### config.mk
export PLATFORM = sky130hd
export DESIGN_NAME = adsw_mul
export DESIGN_NICKNAME = d
export VERILOG_FILES = /design/src/design/adsw_pkg.sv /design/src/design/adsw_mul.sv
export SDC_FILE = /design/constraint.sdc
export NUM_CORES = 2
export LEC_CHECK = 0
export ABC_AREA = 1
export BUFFER_PORTS_ARGS = -buffer_cell sky130_fd_sc_hd__buf_4
export CORE_MARGIN = 2
export CORE_UTILIZATION = 49
export DETAILED_ROUTE_END_ITERATION = 7
export GPL_TIMING_DRIVEN = 0
export PLACE_DENSITY = 0.64
export SLEW_MARGIN = 25
export SYNTH_ARGS = -nofsm -noshare
export SYNTH_HDL_FRONTEND = slang
export SYNTH_SLANG_ARGS = --single-unit
### constraint.sdc
create_clock -name clk -period 8.5 [get_ports clk]
set_input_delay 1.7 -clock clk [delete_from_list [all_inputs] [get_ports clk]]
set_output_delay 1.7 -clock clk [all_outputs]
set_load 0.02 [all_outputs]
### src/design/adsw_pkg.sv
// Shared types and constants for the stale-worker Adadelta update block.
// Used by every module of the block; depends on nothing.
`default_nettype none
package adsw_pkg;
  localparam int PARAM_COUNT_DEF = 1024;
  localparam int NUM_WORKERS_DEF = 4;
  localparam int MEAN_W = 48;
  localparam int WGT_W = 17;
  localparam int MUL_W = MEAN_W + WGT_W;
  localparam int CFG_IDX_W = 1;

  localparam logic [15:0] DECAY_RESET = 16'd62259;
  localparam logic [31:0] EPS_RESET = 32'd4295;
  localparam logic [WGT_W-1:0] WGT_ONE = 17'h10000;
  localparam logic [WGT_W-1:0] WGT_RESET = 17'd3277;
  localparam logic [WGT_W-1:0] SHRINK_Q16 = 17'd52429;
  localparam logic [MEAN_W-1:0] MEAN_MAX = 48'hFFFF_FFFF_FFFF;
  localparam logic [40:0] STEP_MAX = 41'h100_0000_0000;

  typedef enum logic [CFG_IDX_W-1:0] {
    REG_DECAY = 1'b0,
    REG_EPS   = 1'b1
  } cfg_reg_t;

  typedef enum logic [1:0] {
    RD_SQRT = 2'b01,
    RD_DIV  = 2'b10
  } rd_op_t;

  typedef struct packed {
    logic   start;
    rd_op_t op;
  } rd_req_t;

  typedef struct packed {
    logic        done;
    logic [63:0] result;
  } rd_rsp_t;

  typedef struct packed {
    logic signed [31:0] grad_value;
    logic signed [31:0] param_in;
    logic [2:0]         worker_rank;
    logic               last_element;
  } in_item_t;

  typedef struct packed {
    logic signed [31:0] param_out;
    logic               bad_rank;
    logic               last_out;
  } out_item_t;
endpackage
`default_nettype wire

### src/design/adsw_mul.sv
// Shared registered multiplier, 48 by 17 bits unsigned.
// Depends on adsw_pkg.
`default_nettype none
module adsw_mul import adsw_pkg::*; (
  input  logic              clk,
  input  logic [MEAN_W-1:0] mul_a,
  input  logic [WGT_W-1:0]  mul_b,
  output logic [MUL_W-1:0]  prod_r
);
  always_ff @(posedge clk) begin
    prod_r <= MUL_W'(mul_a) * MUL_W'(mul_b);
  end
endmodule
`default_nettype wire

==> results.cfg <==
[layout]
regMostFlops = prod_r
largestRegisters = prod_r (65)
area.growth.synth_to_final_pct = 5.981
drive_gt1_share_pct = 3.400
largest_register_ffs = 65
num_antenna_cells = 0
fin_cells = 4950
fin_util_pct = 52.69
nets = 5066

[floorplanning]
ios = 131
start_util_pct = 49.72
rows = 89
dieHeight_um = 249.2
fp.coreArea_sq_mm = 0.05924
fp.dieW_um = 249.2
dieArea_sq_mm = 0.06209

[sta]
final.setup.tns_ps = 0
setup_viol = 0
worst_slew_pin_slew_ps = 1211
rsz0062_at_grt = false
slew_violations = 0
slew_headroom_pct = 19.25
finalHoldViolations = 0
min_period_over_period_pct = 96.94
timing.hold.ws_ps = 1766
fmax_ghz = 0.1214
period_minus_slack_ps = 8240

[worst_setup_path]
worstPathMaxFanout = 10
cp_slowest_cell = clkbuf_1
crit_type = input pin to register
worstSetupEndpointType = register
path_delay_family = adder cells
worst_setup_path_start_kind = input pin
crit_buf_inv = 6
required_ps = 8720
worst_path_most_repeated_cell = nand2_1
crit_arrival_ps = 8460
crit_chain = clkbuf_1 > buf_1 > nand2_1 > fa_1 > inv_1 > fa_1 > fa_1 > fa_1 > fa_1 > inv_1 > fa_1 > inv_1 > ha_1 > nand2_1 > inv_1 > nand2_1 > nand2_1 > a21oi_1 > nand3_1 > nand2_1 > nand3_1 > nand2_1 > nand2_1
critPathMaxStageDelay_ps = 870
path_depth = 23

[synthesis]
ys_seq_area_share_pct = 4.418
yosys_register_bits = 65
synth_edf_count = 0
syn_nets = 4990
async_flop_share_pct = 0
avgSynthCellArea_sq_um = 7.191
ys_types = 30
synthesis.area_sq_mm = 0.02945
synthCells = 4096
ys_warn_count = 0
ys.flop_type = dfxtp_1

[drt]
firstDrtPassIters = 6
ant_nets = 0
wl_met2_um = 43910
vias_per_cell = 5.001
wl_um = 94540
wl_met3_um = 8909
m1WireLength_um = 35270
drtIter0Drc = 2042
wire_per_inst_um = 19.10
via_count = 24760
top_layer = met4
drc = 0

[cts]
cts.reportedPaths.clkPinSlew_ps = 60
holdBufCountCts = 0
clockBufferDepth = 2
cts-root-buf = clkbuf_16
cts_buffers = 9
cts_tree = built
cts.sink_count = 65
postCtsSetupRepairBufs = 0
htree_levels = 3
ctsResizeCount = 0

[run_status]
status = complete, no violations

[run]
drv_cap = 0

[placed_design]
dpl.hpwl_um = 80060
port_buffers = 65
place_inst = 4934
gp_congestion = 1.001

[grt]
gr-total-overflow = 0
grt_max_degree = 14
grt_pass1_vias = 25800
grt_pass1_wl_um = 147800
antenna_found_initial = 2
grt_usage_pct = 31.75

[min_path]
whs_endpoint = prod_r[0]
hold_start = mul_a[0]
whs_path_depth = 3
hold_class = input pin to register
-- logic make-up after synthesis --
kind of cell               synth area share, %
buffers and inverters                    19.72
adders and majority gates                52.74
DFF                                      4.418
AOI/OAI and AO/OA                        1.104
and+or+nand+nor                          21.02
xor gates and xnor gates                 1.011
-- metrics by stage --
step	area [sq um]	setup WS, ps
final	31210	259.7
after global routing	31210	115.0
after CTS	31210	479.9
after detailed placement	30910	107.6
after global placement	30910	120.9
after floorplan	29450	1696
-- cells in the mapped netlist, types with 10 or more instances --
master | count | share of area [%]
a21oi_1 | 41 | 0.70
buf_1 | 25 | 0.32
clkbuf_1 | 156 | 2.0
dfxtp_1 | 65 | 4.4
fa_1 | 689 | 47
ha_1 | 139 | 5.9
inv_1 | 1358 | 17
nand2_1 | 1355 | 17
nand2_2 | 15 | 0.32
nand3_1 | 49 | 0.83
nand4_1 | 14 | 0.30
nor2_1 | 84 | 1.1
nor2_2 | 17 | 0.36
o21bai_1 | 10 | 0.25
xor2_1 | 31 | 0.92
-- placed cells by master, fill, tap and decap left out, types with 2 or more instances in the layout --
cell type   netlist  routed
xnor2_1           3       3
xor2_1           31      31
inv_1          1358    1358
nand4_1          14      14
nor3_1            9       9
nand2_2          15      15
a21oi_1          41      41
clkbuf_1        156     154
o21bai_1         10      10
clkinvlp_4        0       2
nand3_1          49      49
clkbuf_2          0       2
nor3_2            5       5
fa_1            689     689
clkbuf_16         0       9
inv_2             8       8
o21ai_0           4       4
ha_1            139     139
nand2_1        1355    1355
nor2_1           84      84
nor2_2           17      17
dfxtp_1          65      65
buf_1            25      25
buf_4             0      65
nor2_4            6       6
nand3_2           5       5
-- routing by layer --
layer	track usage [%]	up-vias
met5	0	-
li1	-	11240
met3	5.528	293
met4	16.92	0
met1	39.14	12030
met2	53.34	1197
-- how the worst max path moves through the flow --
stage                         start          to
after floorplan            mul_b[2]  prod_r[64]
after global placement     mul_b[8]  prod_r[59]
after detailed placement   mul_b[8]  prod_r[59]
after CTS                  mul_b[2]  prod_r[63]
after global routing       mul_b[8]  prod_r[59]
final                     mul_b[12]  prod_r[58]
-- final cells by class --
type | instances | area (sq um)
flip-flops and latches | 65 | 1301
fillers | 6011 | 28030
clock buffers | 9 | 225.2
well taps | 773 | 967.2
multi-input cells | 2484 | 22350
inverters | 1366 | 5127
repair buffers | 65 | 488.0
clock inverters | 7 | 78.83
plain buffers | 181 | 681.9
-- tightest hold or removal path, cell delays in order --
cell	delay [ps]
clkbuf_1	210
nand2_1	120
inv_1	40
Power is left out: the tool's default activity adds up to more than one toggle a clock period on the data nets, which glitch-free logic cannot reach.
