$ cat src/design/adsw_pkg.sv
// Shared types and constants for the stale-worker Adadelta update block.
// Used by every module of the block; depends on nothing.
`default_nettype none
package adsw_pkg;
  localparam int PARAM_COUNT_DEF = 1024;
  localparam int NUM_WORKERS_DEF = 4;
  localparam int MEAN_W = 48;
  localparam int WGT_W = 17;
  localparam int MUL_W = MEAN_W + WGT_W;
  localparam int CFG_IDX_W = 1;

  localparam logic [15:0] DECAY_RESET = 16'd62259;
  localparam logic [31:0] EPS_RESET = 32'd4295;
  localparam logic [WGT_W-1:0] WGT_ONE = 17'h10000;
  localparam logic [WGT_W-1:0] WGT_RESET = 17'd3277;
  localparam logic [WGT_W-1:0] SHRINK_Q16 = 17'd52429;
  localparam logic [MEAN_W-1:0] MEAN_MAX = 48'hFFFF_FFFF_FFFF;
  localparam logic [40:0] STEP_MAX = 41'h100_0000_0000;

  typedef enum logic [CFG_IDX_W-1:0] {
    REG_DECAY = 1'b0,
    REG_EPS   = 1'b1
  } cfg_reg_t;

  typedef enum logic [1:0] {
    RD_SQRT = 2'b01,
    RD_DIV  = 2'b10
  } rd_op_t;

  typedef struct packed {
    logic   start;
    rd_op_t op;
  } rd_req_t;

  typedef struct packed {
    logic        done;
    logic [63:0] result;
  } rd_rsp_t;

  typedef struct packed {
    logic signed [31:0] grad_value;
    logic signed [31:0] param_in;
    logic [2:0]         worker_rank;
    logic               last_element;
  } in_item_t;

  typedef struct packed {
    logic signed [31:0] param_out;
    logic               bad_rank;
    logic               last_out;
  } out_item_t;
endpackage
`default_nettype wire

$ cat src/design/adsw_rootdiv.sv
// Iterative square root (one bit per cycle) and restoring divider sharing one subtractor.
// Depends on adsw_pkg.
`default_nettype none
module adsw_rootdiv import adsw_pkg::*; (
  input  logic        clk,
  input  logic        rst_n,
  input  rd_req_t     req,
  input  logic [63:0] opa,
  input  logic [31:0] opb,
  output rd_rsp_t     rsp
);
  logic [32:0] rem_r, rem_nxt;
  logic [63:0] acc_r, acc_nxt;
  logic [31:0] root_r, root_nxt;
  logic [31:0] div_r, div_nxt;
  logic [6:0]  cnt_r, cnt_nxt;
  logic        busy_r, busy_nxt;
  logic        done_r, done_nxt;
  rd_op_t      op_r, op_nxt;
  logic [35:0] tx, ty, diff;
  logic        ge;

  always_comb begin
    if (op_r == RD_SQRT) begin
      tx = {1'b0, rem_r, acc_r[63:62]};
      ty = {2'b00, root_r, 2'b01};
    end else begin
      tx = {2'b00, rem_r, acc_r[63]};
      ty = {4'b0000, div_r};
    end
    diff = tx - ty;
    ge = !diff[35];
  end

  always_comb begin
    rem_nxt = rem_r;
    acc_nxt = acc_r;
    root_nxt = root_r;
    div_nxt = div_r;
    cnt_nxt = cnt_r;
    busy_nxt = busy_r;
    done_nxt = 1'b0;
    op_nxt = op_r;
    if (req.start) begin
      op_nxt = req.op;
      acc_nxt = opa;
      div_nxt = opb;
      rem_nxt = '0;
      root_nxt = '0;
      busy_nxt = 1'b1;
      cnt_nxt = (req.op == RD_SQRT) ? 7'd32 : 7'd64;
    end else if (busy_r) begin
      rem_nxt = ge ? diff[32:0] : tx[32:0];
      if (op_r == RD_SQRT) begin
        root_nxt = {root_r[30:0], ge};
        acc_nxt = {acc_r[61:0], 2'b00};
      end else begin
        acc_nxt = {acc_r[62:0], ge};
      end
      cnt_nxt = cnt_r - 7'd1;
      if (cnt_r == 7'd1) begin
        busy_nxt = 1'b0;
        done_nxt = 1'b1;
      end
    end
  end

  always_ff @(posedge clk) begin
    if (!rst_n) begin
      busy_r <= 1'b0;
      done_r <= 1'b0;
      cnt_r <= '0;
      op_r <= RD_SQRT;
    end else begin
      busy_r <= busy_nxt;
      done_r <= done_nxt;
      cnt_r <= cnt_nxt;
      op_r <= op_nxt;
    end
  end

  always_ff @(posedge clk) begin
    rem_r <= rem_nxt;
    acc_r <= acc_nxt;
    root_r <= root_nxt;
    div_r <= div_nxt;
  end

  assign rsp.done = done_r;
  assign rsp.result = (op_r == RD_SQRT) ? {32'd0, root_r} : acc_r;
endmodule
`default_nettype wire

$ cat config.mk
export PLATFORM = sky130hd
export DESIGN_NAME = adsw_rootdiv
export DESIGN_NICKNAME = d
export VERILOG_FILES = /design/src/design/adsw_pkg.sv /design/src/design/adsw_rootdiv.sv
export SDC_FILE = /design/constraint.sdc
export NUM_CORES = 1
export LEC_CHECK = 0
export ABC_AREA = 1
export BUFFER_PORTS_ARGS = -buffer_cell sky130_fd_sc_hd__buf_2
export CAP_MARGIN = 30
export CORE_MARGIN = 2
export CORE_UTILIZATION = 40
export CTS_CLUSTER_DIAMETER = 200
export DETAILED_ROUTE_END_ITERATION = 7
export RECOVER_POWER = 100
export REMOVE_ABC_BUFFERS = 1
export SLEW_MARGIN = 20
export SYNTH_ARGS = -nofsm -noshare
export SYNTH_HDL_FRONTEND = slang
export SYNTH_SLANG_ARGS = --single-unit
export TNS_END_PERCENT = 10
$ cat constraint.sdc
create_clock -name clk -period 6.95 [get_ports clk]
set_clock_uncertainty 0.1 [all_clocks]
set_input_delay 0.695 -clock clk [delete_from_list [all_inputs] [get_ports clk]]
set_output_delay 0.695 -clock clk [all_outputs]
set_load 0.02 [all_outputs]
==> tab_implementation.tex <==
\begin{tabular}{lr}
\hline
Metric & Value \\
\hline
\multicolumn{2}{l}{\textbf{Status}} \\
Outcome & complete, but fails checks \\
Violations in the final reports & max-capacitance violations, max-slew violations \\
\multicolumn{2}{l}{\textbf{Die}} \\
Die Outline Area & 0.0290 mm² \\
Die W & $\sim$170 µm \\
Cell Rows & 60 \\
Vert. Die Dim & 170 µm \\
Top-Level Pins & 166 \\
Area of the core & 0.0270 mm² \\
Effective utilization at floorplan & 0.409 \\
\multicolumn{2}{l}{\textbf{Worst setup path}} \\
Reg-to-Reg Start & op\_r[0] \\
Kind of end point of the critical path & flop \\
Signal arrival time at the worst endpoint & 5.64 ns \\
Required time at the worst-slack endpoint & a little over 7 ns \\
Critical path fanouts, max & roughly 90 \\
CP Launch Type & flop \\
End of the worst register-to-register path & root\_r[0] \\
R2r worst-path depth & 16 \\
Type of the setup path with the least slack & reg -> reg \\
Flop2flop setup slack & 1.54 ns \\
\multicolumn{2}{l}{\textbf{Synthesis}} \\
Fraction of synthesized cell area taken by the top area cell type & 0.261 \\
Total of flip-flops plus latches after synthesis & approximately 170 \\
Synth top area cells & edfxtp\_1 26\%, nand2\_1 17\%, dfxtp\_1 14\%, inv\_1 8.5\%, o21ai\_0 5.9\% \\
Syn Inst Count & 1613 \\
Cell area after synthesis & 0.0110 mm² \\
Post-synthesis area per instance & 6.85 µm² \\
Post-synth top cells & 514 x nand2\_1, 249 x inv\_1, 130 x o21ai\_0, 118 x nor2\_1, 97 x nand3\_1 \\
Yosys cell types & 39 \\
Post-synth EDFFs & 96 \\
Share of async-settable or async-resettable flops after synthesis & 0 \\
Most area-hungry cell type in the Yosys netlist & edfxtp\_1 \\
Yosys warns & 0 \\
Most common flop cell mapped by yosys & edfxtp\_1 \\
Seq/Total Area, Yosys & 0.399 \\
Most repeated cell in the gate-level netlist after synthesis & nand2\_1 \\
\multicolumn{2}{l}{\textbf{Placed design}} \\
Count of input and output buffers & 165 \\
Last weighted congestion value of the routability-driven placer & 0.934 \\
Placement Setup Slack & 2.48 ns \\
Instance area after placement & 0.0121 mm² \\
Post-detail-place hpwl & 22200 µm \\
\multicolumn{2}{l}{\textbf{Pwr}} \\
Final Power & 4170 µW \\
Part of the power in registers & 0.315 \\
Largest vdd supply drop & 161 µV \\
Net load switching power & 1800 µW \\
Proportion of total power due to net switching & 0.432 \\
Clock network fraction of design power & 0.228 \\
Static Leakage & around 0.0063 µW \\
Combinational share of power & 0.457 \\
Int Pwr & 2370 µW \\
Cell area power density & 332 mW/mm² \\
\multicolumn{2}{l}{\textbf{STA}} \\
WHS & 0.327 ns \\
Relative max-transition margin & -0.0893 \\
Transition time at the pin with the least slew margin & between 1.5 and 2 ns \\
Min Clock Period, post-route & 5.41 ns \\
Unrepaired setup endpoints after global routing & false \\
Post-route worst setup slack & about 1.5 ns \\
Pins Over Slew Limit & 25 \\
Hold Fails Final Rpt & 0 \\
Count of endpoints failing setup in the final report & 0 \\
Setup TNS & 0 ns \\
Final critical-path share of the clock period & 0.779 \\
Max Fclk & $\sim$0.18 GHz \\
\multicolumn{2}{l}{\textbf{Detailed routing}} \\
Iteration-0 DRC Markers & a little over 700 \\
DRT Pass-1 Iters & 5 \\
Routed WL & 31000 µm \\
Average vias per placed instance & 5.00 \\
Number of design rule violations left after detail routing & 0 \\
Wirelength per Cell & 14.8 µm \\
Via Count & 10400 \\
Final ANT Viol Nets & 0 \\
\multicolumn{2}{l}{\textbf{Clocking}} \\
Clock latency on the worst-skew pair & 0.44 ns \\
CTS root buf & clkbuf\_16 \\
Post-cts gate resize count & 0 \\
CTS buffer count & 17 \\
Clock tree from TritonCTS & yes \\
Setup repair bufs after CTS & 0 \\
\# clock sinks & 172 \\
Hold buffers post-CTS & 0 \\
Buffers from clock root to sink, at most & 2 \\
Reg clk slew, reported paths & 0.08 ns \\
Htree depth & 4 \\
\multicolumn{2}{l}{\textbf{Min path}} \\
Class of the worst hold path & in -> reg \\
Endpoint of the worst hold path & div\_r[18] \\
Hold path startpoint & opb[18] \\
Number of stages on the worst hold path & 1 \\
\multicolumn{2}{l}{\textbf{Global routing}} \\
Number of global-route vias before repair & 9738 \\
All-layer global routing usage & 0.213 \\
Antenna violations before repair & 0 \\
Wire length of the first global-routing pass & $\sim$49000 µm \\
Overall overflow remaining after global route & 0 \\
Pin count of the biggest net entering global routing & 105 \\
\multicolumn{2}{l}{\textbf{Cells and area}} \\
Fill cells & approximately 2900 \\
Layout Nets & $\sim$1900 \\
Post-Layout Inst Area & 0.0125 mm² \\
Antenna fix cells & 0 \\
Share of cells above drive strength 1 & 0.105 \\
Growth of design area from synthesis to finish & 13.5\% \\
\multicolumn{2}{l}{\textbf{Flow run}} \\
Max capacitance violation total & 1 \\
\hline
\end{tabular}
-- worst max path at each step --
stage	startpoint	to	slack [ns]	depth (start not counted)
3_3_place_gp	op_r[0]	acc_r[0]	2.58	18
5_1_grt	op_r[0]	rem_r[22]	1.02	19
3_5_place_dp	op_r[0]	acc_r[0]	2.48	18
2_1_floorplan	op_r[0]	acc_r[0]	1.62	16
4_1_cts	op_r[0]	acc_r[0]	2.45	16
6_report	op_r[0]	root_r[0]	1.54	16
-- area by class of cell --
type / instances / area [µm²] / area share
clock inverter: 14 / 134 / 0.0107
tap: 341 / 427 / 0.0340
timing repair buffer: 174 / 840 / 0.0670
clock buffer: 18 / 429 / 0.0342
sequential: 172 / 4400 / 0.351
inverter: 255 / 963 / 0.0769
multi-input combinational: 1114 / 5340 / 0.426
-- power groups by stage --
stage	Sequential (µW)	Combinational [µW]	Clock (µW)
after global placement	1330	1910	0
final	1310	1910	950
after CTS	1310	1930	967
after floorplan	1300	1440	0
after global routing	1330	2170	1010
after detailed placement	1330	1920	0
-- state kept, by name (all words and copies together) (netlist names) --
name / cells
div_r: 32
cnt_r: 7
root_r: 32
op_r: 2
rem_r: 33
busy_r: 1
acc_r: 64
done_r: 1
-- layout by cell type (no fill, tap or decap), types with 2 or more instances in the layout --
cell | netlist | layout
a21oi_1 | 58 | 58
a31oi_1 | 62 | 62
and2_1 | 3 | 3
buf_2 | 18 | 102
buf_4 | 1 | 5
clkbuf_1 | 45 | 66
clkbuf_16 | 0 | 17
clkinv_2 | 0 | 2
clkinvlp_4 | 0 | 2
dfxtp_1 | 76 | 76
edfxtp_1 | 96 | 96
ha_1 | 36 | 36
inv_1 | 249 | 247
inv_2 | 6 | 5
inv_4 | 0 | 2
inv_6 | 0 | 5
inv_8 | 0 | 2
nand2_1 | 514 | 517
nand2_2 | 8 | 6
nand3_1 | 97 | 97
nand3b_1 | 3 | 3
nand4_1 | 10 | 10
nor2_1 | 118 | 117
nor2_2 | 4 | 4
nor2_4 | 2 | 3
nor3_1 | 6 | 6
o21ai_0 | 130 | 142
o21bai_1 | 3 | 3
or2_2 | 20 | 20
xnor2_1 | 13 | 13
xor2_1 | 3 | 3
-- worst max-delay path: stages, from the launching register on --
cell and delay (ns):
dfxtp_1 0.33, inv_1 0.06, nor2_4 0.11, buf_4 0.49
buf_4 0.75, o21ai_0 0.31, ha_1 0.41, nand2_1 0.15
inv_1 0.05, a21oi_1 0.19, nand2_1 0.11, nand2_1 0.07
nand2_1 0.11, nor2_8 0.48, nand2_1 0.96, o21ai_0 0.46
inv_1 0.07
-- kinds of logic (layout without fill, tap and decap cells) --
kind of cell | after synthesis | count (layout) | share of synthesized area
xor+xnor | 16 | 16 | 0.0127
simple gates | 791 | 791 | 0.298
fa+ha+maj | 37 | 37 | 0.0426
buf+inv | 327 | 461 | 0.117
flops | 172 | 172 | 0.399
compound gates | 270 | 270 | 0.131
-- metal layers --
layer | global-route usage | routed length, µm | share of wire
met1 | 0.293 | 14800 | 0.48
met3 | 0.0253 | 1390 | 0.045
met5 | 0 | 0 | 0
met2 | 0.359 | 14500 | 0.47
met4 | 0.0491 | 337 | 0.011
-- stage by stage --
step | util | cells
floorplan | - | 1541
global placement | 0.445 | 2054
detailed placement | 0.446 | 2055
CTS | 0.467 | 2087
global route | 0.464 | 2088
finish | 0.464 | 2088
Note: power is estimated with default switching activity, not from simulation.
